[config.mk]
export PLATFORM = sky130hd
export DESIGN_NAME = hbe_div
export DESIGN_NICKNAME = d
export VERILOG_FILES = /design/src/design/hbe_pkg.sv /design/src/design/hbe_div.sv
export SDC_FILE = /design/constraint.sdc
export NUM_CORES = 1
export LEC_CHECK = 0
export BUFFER_PORTS_ARGS = -buffer_cell sky130_fd_sc_hd__buf_2
export CORE_MARGIN = 10
export CORE_UTILIZATION = 45
export CTS_CLUSTER_SIZE = 8
export DETAILED_ROUTE_END_ITERATION = 6
export PLACE_DENSITY = 0.62
export SLEW_MARGIN = 0
export SYNTH_ARGS = -nofsm -noshare
export SYNTH_HDL_FRONTEND = slang
export SYNTH_SLANG_ARGS = --single-unit
[constraint.sdc]
create_clock -name clk_i -period 5.95 [get_ports clk_i]
set_input_delay 0.2975 -clock clk_i [delete_from_list [all_inputs] [get_ports clk_i]]
set_output_delay 0.2975 -clock clk_i [all_outputs]
set_load 0.02 [all_outputs]
[src/design/hbe_pkg.sv]
`timescale 1ns / 1ps
// ----------------------------------------------------------------------------
// hbe_pkg
// Shared constants, item types and helpers of the histogram binning engine.
// ----------------------------------------------------------------------------
package hbe_pkg;

  localparam int MAX_BINS     = 1024;
  localparam int COUNT_WIDTH  = 32;
  localparam int SAMPLE_WIDTH = 32;

  localparam int BIN_AW = $clog2(MAX_BINS);
  localparam int NBIN_W = $clog2(MAX_BINS + 1);
  localparam int STEP_W = $clog2(NBIN_W);

  localparam int CMD_W     = 2;
  localparam int STATUS_W  = 3;
  localparam int IDX_W     = 10;
  localparam int CFG_BIN_W = 11;
  localparam int PADDR_W   = 4;
  localparam int PDATA_W   = 32;

  localparam logic [CMD_W-1:0] CMD_ADD   = 2'd0;
  localparam logic [CMD_W-1:0] CMD_READ  = 2'd1;
  localparam logic [CMD_W-1:0] CMD_CLEAR = 2'd2;

  localparam logic [STATUS_W-1:0] STAT_BINNED = 3'd0;
  localparam logic [STATUS_W-1:0] STAT_UNDER  = 3'd1;
  localparam logic [STATUS_W-1:0] STAT_OVER   = 3'd2;
  localparam logic [STATUS_W-1:0] STAT_READ   = 3'd3;
  localparam logic [STATUS_W-1:0] STAT_CLEAR  = 3'd4;

  localparam logic [1:0] REG_LOW  = 2'd0;
  localparam logic [1:0] REG_HIGH = 2'd1;
  localparam logic [1:0] REG_BINS = 2'd2;

  typedef struct packed {
    logic [CMD_W-1:0]               cmd;
    logic signed [SAMPLE_WIDTH-1:0] sample;
    logic [IDX_W-1:0]               read_index;
  } in_item_t;

  typedef struct packed {
    logic [STATUS_W-1:0]    status;
    logic [IDX_W-1:0]       bin_number;
    logic [COUNT_WIDTH-1:0] bin_count;
    logic [COUNT_WIDTH-1:0] underflow_count;
    logic [COUNT_WIDTH-1:0] overflow_count;
  } out_item_t;

  typedef struct packed {
    logic                   we;
    logic [BIN_AW-1:0]      addr;
    logic [COUNT_WIDTH-1:0] data;
  } ram_wr_t;

  typedef enum logic [2:0] {
    S_CLEAR,
    S_IDLE,
    S_CLASSIFY,
    S_DIVIDE,
    S_READ,
    S_UPDATE,
    S_FINISH
  } state_e;

  function automatic logic [COUNT_WIDTH-1:0] sat_inc(input logic [COUNT_WIDTH-1:0] c);
    return (&c) ? c : c + 1'b1;
  endfunction

endpackage

[src/design/hbe_div.sv]
`timescale 1ns / 1ps
// ----------------------------------------------------------------------------
// hbe_div
// Serial restoring unit for floor(d * n / w), with d < w. Two half steps per
// bit of n: double the partial remainder, then add d where the bit is set.
// ----------------------------------------------------------------------------
module hbe_div (
  input  logic                              clk_i,
  input  logic                              rst_ni,
  input  logic                              start_i,
  input  logic [hbe_pkg::SAMPLE_WIDTH-1:0]  dividend_i,
  input  logic [hbe_pkg::SAMPLE_WIDTH-1:0]  span_i,
  input  logic [hbe_pkg::NBIN_W-1:0]        bins_i,
  output logic                              done_o,
  output logic [hbe_pkg::NBIN_W-1:0]        quot_o
);

  localparam int W = hbe_pkg::SAMPLE_WIDTH;

  logic                             busy_q, busy_d;
  logic                             phase_q, phase_d;
  logic                             done_q, done_d;
  logic [hbe_pkg::STEP_W-1:0]       bit_q, bit_d;
  logic [W-1:0]                     rem_q, rem_d;
  logic [hbe_pkg::NBIN_W-1:0]       quot_q, quot_d;
  logic [W-1:0]                     d_q, d_d;
  logic [W-1:0]                     w_q, w_d;
  logic [hbe_pkg::NBIN_W-1:0]       n_q, n_d;

  logic [W:0] dbl, dbl_sub, sum, sum_sub;
  logic       dbl_ge, sum_ge;

  always_comb begin
    dbl     = {rem_q, 1'b0};
    dbl_ge  = dbl >= {1'b0, w_q};
    dbl_sub = dbl - {1'b0, w_q};
    sum     = {1'b0, rem_q} + {1'b0, d_q};
    sum_ge  = sum >= {1'b0, w_q};
    sum_sub = sum - {1'b0, w_q};
  end

  always_comb begin
    busy_d  = busy_q;
    phase_d = phase_q;
    done_d  = 1'b0;
    bit_d   = bit_q;
    rem_d   = rem_q;
    quot_d  = quot_q;
    d_d     = d_q;
    w_d     = w_q;
    n_d     = n_q;
    if (start_i) begin
      busy_d  = 1'b1;
      phase_d = 1'b0;
      bit_d   = hbe_pkg::STEP_W'(hbe_pkg::NBIN_W - 1);
      rem_d   = '0;
      quot_d  = '0;
      d_d     = dividend_i;
      w_d     = span_i;
      n_d     = bins_i;
    end else if (busy_q) begin
      if (!phase_q) begin
        rem_d   = dbl_ge ? dbl_sub[W-1:0] : dbl[W-1:0];
        quot_d  = {quot_q[hbe_pkg::NBIN_W-2:0], dbl_ge};
        phase_d = 1'b1;
      end else begin
        if (n_q[bit_q]) begin
          rem_d  = sum_ge ? sum_sub[W-1:0] : sum[W-1:0];
          quot_d = quot_q + hbe_pkg::NBIN_W'(sum_ge);
        end
        phase_d = 1'b0;
        if (bit_q == '0) begin
          busy_d = 1'b0;
          done_d = 1'b1;
        end else begin
          bit_d = bit_q - 1'b1;
        end
      end
    end
  end

  always_ff @(posedge clk_i or negedge rst_ni) begin
    if (!rst_ni) begin
      busy_q  <= 1'b0;
      phase_q <= 1'b0;
      done_q  <= 1'b0;
      bit_q   <= '0;
    end else begin
      busy_q  <= busy_d;
      phase_q <= phase_d;
      done_q  <= done_d;
      bit_q   <= bit_d;
    end
  end

  always_ff @(posedge clk_i) begin
    rem_q  <= rem_d;
    quot_q <= quot_d;
    d_q    <= d_d;
    w_q    <= w_d;
    n_q    <= n_d;
  end

  assign done_o = done_q;
  assign quot_o = quot_q;

endmodule

# Word-level counts from Yosys, hierarchy flattened
# Cells that the tools add are included.
[classes] n_addsub=5 order_cmp=3 eq_ne=2 n_mux=23 n_reduce_logical=5
[ops] op="32-bit two-way mux" n=4
[ops] op="33-bit by 32-bit greater-or-equal comparator with 1-bit output" n=2
[ops] op="32-bit subtractor" n=2
[ops] op="32-bit by 32-bit adder with 33-bit output" n=1
[ops] op="11-bit two-way mux" n=2
[ops] op="4-bit two-way mux" n=4
[ops] op="1-bit two-way mux" n=12
[ops] op="11-bit by 1-bit adder with 11-bit output" n=1
[ops] op="4-bit by 5-bit < comparator with 1-bit output, second input constant" n=1
[ops] op="1-bit binary-select mux with 4-bit select" n=1
[ops] op="4-bit zero test" n=1
[ops] op="2-bit nonzero test" n=2
[ops] op="4-bit by 1-bit subtractor with 4-bit output, second input constant" n=1
[ops] op="3-bit AND reduction" n=1
[ops] op="2-bit by 1-bit != test with 1-bit output, second input constant" n=1
[ops] op="2-bit != test, second input constant" n=1
[ops] op="2-bit AND reduction" n=1
[totals] register_bits=125 inputBits=78 elab_cells=47

# Logic depth before layout (Yosys ltp)
[depth] word_depth=5 depth_mapped=28 mapped_depth_nobuf=26

# Least setup slack after synthesis
# No wires, ideal clock.
[synth_path] path_kind="flip-flop to flip-flop" start="register d_q[0]" end="register quot_q (netlist bit quot_o[10])" t_arrival_ns=5.214 required_ns=5.822 setup_slack_ns=0.608 path_stages_with_launch=29 synth_period_minus_slack_ns=5.342 cell_sequence="edfxtp_1 > ha_1 > fa_1 > a211oi_2 > o21bai_2 > a2111oi_4 > o21ai_2 > nor4_1 > nor3_1 > a311oi_1 > xnor2_1 > ha_1 > a21o_1 > a21o_1 > a21oi_1 > a2bb2oi_1 > nand4_1 > a211o_1 > buf_6 > buf_2 > ha_1 > ha_1 > inv_1 > nor2_1 > nand4_1 > o21ai_0 > nand3_1 > xnor2_1 > nor2_1"
[synth_via] elab_chain_cells=5
[synth_lines] element="start: declaration" line_no="hbe_div.sv:26" source="logic [W-1:0] d_q, d_d;"
[synth_lines] element="start signal: assignment" line_no="hbe_div.sv:99" source="d_q <= d_d;"
[synth_lines] element="32-bit by 32-bit adder with 33-bit output" line_no="hbe_div.sv:37" source="sum = {1'b0, rem_q} + {1'b0, d_q};"
[synth_lines] element="33-bit by 32-bit greater-or-equal comparator with 1-bit output" line_no="hbe_div.sv:38" source="sum_ge = sum >= {1'b0, w_q};"
[synth_lines] element="11-bit by 1-bit adder with 11-bit output" line_no="hbe_div.sv:69" source="quot_d = quot_q + hbe_pkg::NBIN_W'(sum_ge);"
[synth_lines] element="11-bit two-way mux" line_no="hbe_div.sv:67" source="if (n_q[bit_q]) begin"
[synth_lines] element="11-bit two-way mux" line_no="hbe_div.sv:62" source="if (!phase_q) begin"
[synth_lines] element="end signal: assignment" line_no="hbe_div.sv:98" source="quot_q <= quot_d;"
[synth_lines] element="end: declaration" line_no="hbe_div.sv:25" source="logic [hbe_pkg::NBIN_W-1:0] quot_q, quot_d;"
# Every way passes these cells. The select of a mux whose other input is x is not followed.
# A chain may end at the register's enable or synchronous reset.

# Worst setup path in the final report
# Same ends and word-level chain as after synthesis.

==> results_dict.tcl <==
set metrics [dict create \
    status "finished, final reports clean" \
    path_class "flip-flop to flip-flop" \
    ys_seq_area_frac 0.3176 \
    cp-start-kind "flip-flop" \
    maxCapViolCount 0 \
    cts_tree "yes" \
    async_reset_ff_frac 0.05600 \
    path_max_fanout 4 \
    timing.rr.start "d_q[0]" \
    synth_warnings 0 \
    synthFlopType "edfxtp_1" \
    fp.dieH_um 171.7 \
    cts_root_buf "clkbuf_16" \
    cp.arrival_ns 5.87 \
    ios 90 \
    finalCritPeriodShare 0.9371 \
    max_clock_freq_mhz 179.4 \
    holdCritPathClass "primary input to flip-flop" \
    area_growth_pct 12.24 \
    grt_overflow 0 \
    stdcell_count 1549 \
    syn_inst 1177 \
    skew_ns 0.01279 \
    synthAdderAreaFrac 0.1267 \
    h-tree-depth 4 \
    setup.worst_path.start "d_q[0]" \
    rsz0062_at_grt "no" \
    ys_ff_latch 125 \
    place_congestion 0.9800 \
    first_global_vias 8884 \
    antenna_left 0 \
    hold_viol_final 0 \
    vdd_drop_max_uv 240.2 \
    diodes 0 \
    wire_per_inst_um 19.35 \
    synth_xor_area_frac 0.07022 \
    vias 9253 \
    synth_top_family_by_area "compound AO/OA/AOI/OAI gates" \
    grt_pass1_wl_um 47480 \
    drc 0 \
    layout-drive-gt1-share 0.1353 \
    min_from "dividend_i[28]" \
    fin_nets 1432 \
    grt_use_total 0.2044 \
    place.detailed.hpwl_um 22910 \
    start_util 0.4573 \
    clock_latency_ns 0.43 \
    cts_inserted_buffers 17 \
    drt-total-wl_um 29970 \
    cts_sinks 125 \
    antenna_found_initial 0 \
    grt_max_degree 69 \
    synth-simple-area-share 0.1493 \
    finalSetupViolations 0 \
    die_w_um 171.7 \
    required_ns 6.24 \
    endpoint_kind "flip-flop" \
    synth.distinct_cells 79 \
    netlist_area_um2 10350 \
    drt_pass1_iterations 6 \
    slew_headroom 0.2488 \
    leakagePower_nw 5.024 \
    dieArea_um2 29470 \
    syn_area_per_cell_um2 8.796 \
    finalMaxSlewViolations 0 \
    nFillCells 2188 \
    coreArea_um2 22640 \
    muxShareOfSynthArea 0.03577 \
    drt_iter0_markers 700 \
    syn_nets 1358 \
    clockBufferDepth 2 \
    tightest_slew_ns 1.117 \
    setup_tns_ns 0 \
    dpl.cell_count 1515 \
    via_per_inst 5.974 \
    power_density_nw_per_um2 537.4 \
    fp-row-count 55 \
    synth-edff-count 75 \
    synth_compound_area_frac 0.2561 \
    port_buffers 89 \
    layout_min_cycle_time_ns 5.576 \
    cts.reportedPaths.clkPinSlew_ns 0.06 \
]
path summary, 6_finish.rpt:
kind | to | slack (ns) | depth (start not counted)
worst max-delay path | quot_o[10] | 0.37 | 25
worst min-delay path | d_q[28] | 0.04 | 1
worst max register to register | quot_o[10] | 0.37 | 25
worst min register to register | rem_q[7] | 0.49 | 2
max in group asynchronous | bit_q[1] | 5.56 | 2
min in group asynchronous | bit_q[0] | 0.23 | 2
layer usage:
layer,wire [um],vias up,track usage
met3,1659,40,0.03828
met1,13670,4401,0.2668
met4,739,0,0.07297
met2,13900,251,0.3298
li1,-,4561,-
met5,0,-,0
repair_timing:
action,CTS,global route
gates resized for setup,0,4
endpoints found under the hold margin,7,0
setup buffers,0,1
hold buffers,1,0
endpoints found under the setup margin,0,10
registers in the layout, summed over array words and instances, names as in the netlist:
signal and flops:
d_q 32, n_q 11, phase_q 1, w_q 32, done_o 1, quot_o 11
bit_q 4, busy_q 1, rem_q 32
critical path, stage by stage (launching register included):
cell and delay [ns]:
edfxtp_1 0.37, ha_1 0.25, fa_1 0.45, a211oi_2 0.25
o21bai_2 0.13, a2111oi_4 0.45, o21ai_2 0.18, o41a_1 0.46
o21ai_0 0.16, nand2_1 0.08, xor2_1 0.16, ha_1 0.34
nand3_1 0.18, nor3_2 0.24, a211oi_1 0.10, nand4_1 0.12
a211o_1 0.12, ha_1 0.18, ha_1 0.22, inv_1 0.05
nor2_1 0.21, nand4_1 0.18, o21ai_0 0.20, nand3_1 0.11
xnor2_1 0.21, nor2_1 0.05
power breakdown:
group | switching (mW) | internal (mW)
Combinational | 2.35 | 1.70
Sequential | 0.125 | 1.05
Clock | 0.421 | 0.592
kinds of logic (layout without fill, tap and decap cells):
group / count (synthesis) / after routing
AOI/OAI and AO/OA: 394 / 394
and+or+nand+nor: 327 / 327
DFF: 125 / 125
buffers and inverters: 113 / 200
adders and majority gates: 103 / 103
xor gates and xnor gates: 83 / 83
muxes: 32 / 32
cell usage in the layout, fill, tap and decap left out, types with 6 or more instances in the layout:
cell,n
or3_1,8
clkbuf_16,19
a22oi_1,6
and3_1,13
a221oi_1,6
o21ai_0,61
mux2_2,16
mux2i_1,13
inv_1,69
nand3b_1,6
o211ai_1,17
o31ai_1,8
xor2_1,36
edfxtp_1,75
a31oi_1,21
o21bai_1,15
a21o_1,35
dfrtp_1,7
a211oi_1,17
nor2_1,80
and2_1,9
nor4_1,8
a41oi_1,6
nand4_1,18
buf_4,10
nand2b_1,9
nand2_1,100
a222oi_1,7
nor2b_1,13
buf_2,88
dfxtp_1,43
nand3_1,28
xnor2_1,47
ha_1,100
a21oi_1,114
nor3_1,23
o21a_1,12
cells in the mapped netlist (all sizes together) (6+ instances only):
cell	n	area [um2]
nand2b	9	56.30
a21oi	115	579.3
a211oi	20	165.2
inv	69	259.0
xnor2	47	411.6
nor2b	13	81.33
o21a	12	90.09
nand3b	6	45.04
nand4	18	112.6
mux2	17	195.2
a222oi	7	70.07
dfrtp	7	175.2
a221oi	6	52.55
clkbuf	32	120.1
and3	13	81.33
edfxtp	75	2252
buf	12	80.07
nor3	24	120.1
a31oi	21	131.4
or3	8	50.05
nand3	28	140.1
xor2	36	315.3
o21ai	67	339.1
a41oi	6	52.55
and2	9	56.30
a22oi	6	45.04
dfxtp	43	860.8
o211ai	17	127.6
o31ai	8	60.06
nand2	101	381.6
nor2	81	304.0
nor4	10	62.56
o21bai	16	123.9
a21o	35	262.8
mux2i	13	130.1
ha	100	1251
final cells by class:
type	count	area, um2	area share
repair buffers	99	525.5	0.04522
well taps	285	356.6	0.03069
clock buffers	23	500.5	0.04307
inverters	69	259.0	0.02229
multi-input cells	939	6631	0.5707
flip-flops and latches	125	3288	0.2830
clock inverters	9	58.81	0.005061
metrics by stage:
stage,worst slack (ns),power (mW),hold WS (ns),util,cell area [um2]
2_1_floorplan,0.6081,4.332,0.001909,-,10350
3_3_place_gp,0.3926,5.165,0.1414,0.4867,11020
3_5_place_dp,0.2854,5.173,0.1445,0.4867,11020
4_1_cts,0.2629,6.224,0.02546,0.5119,11590
5_1_grt,0.01040,6.781,0.02484,0.5132,11620
6_report,0.3743,6.245,0.03508,0.5132,11620
No activity file was read; power rests on OpenSTA's default activity.
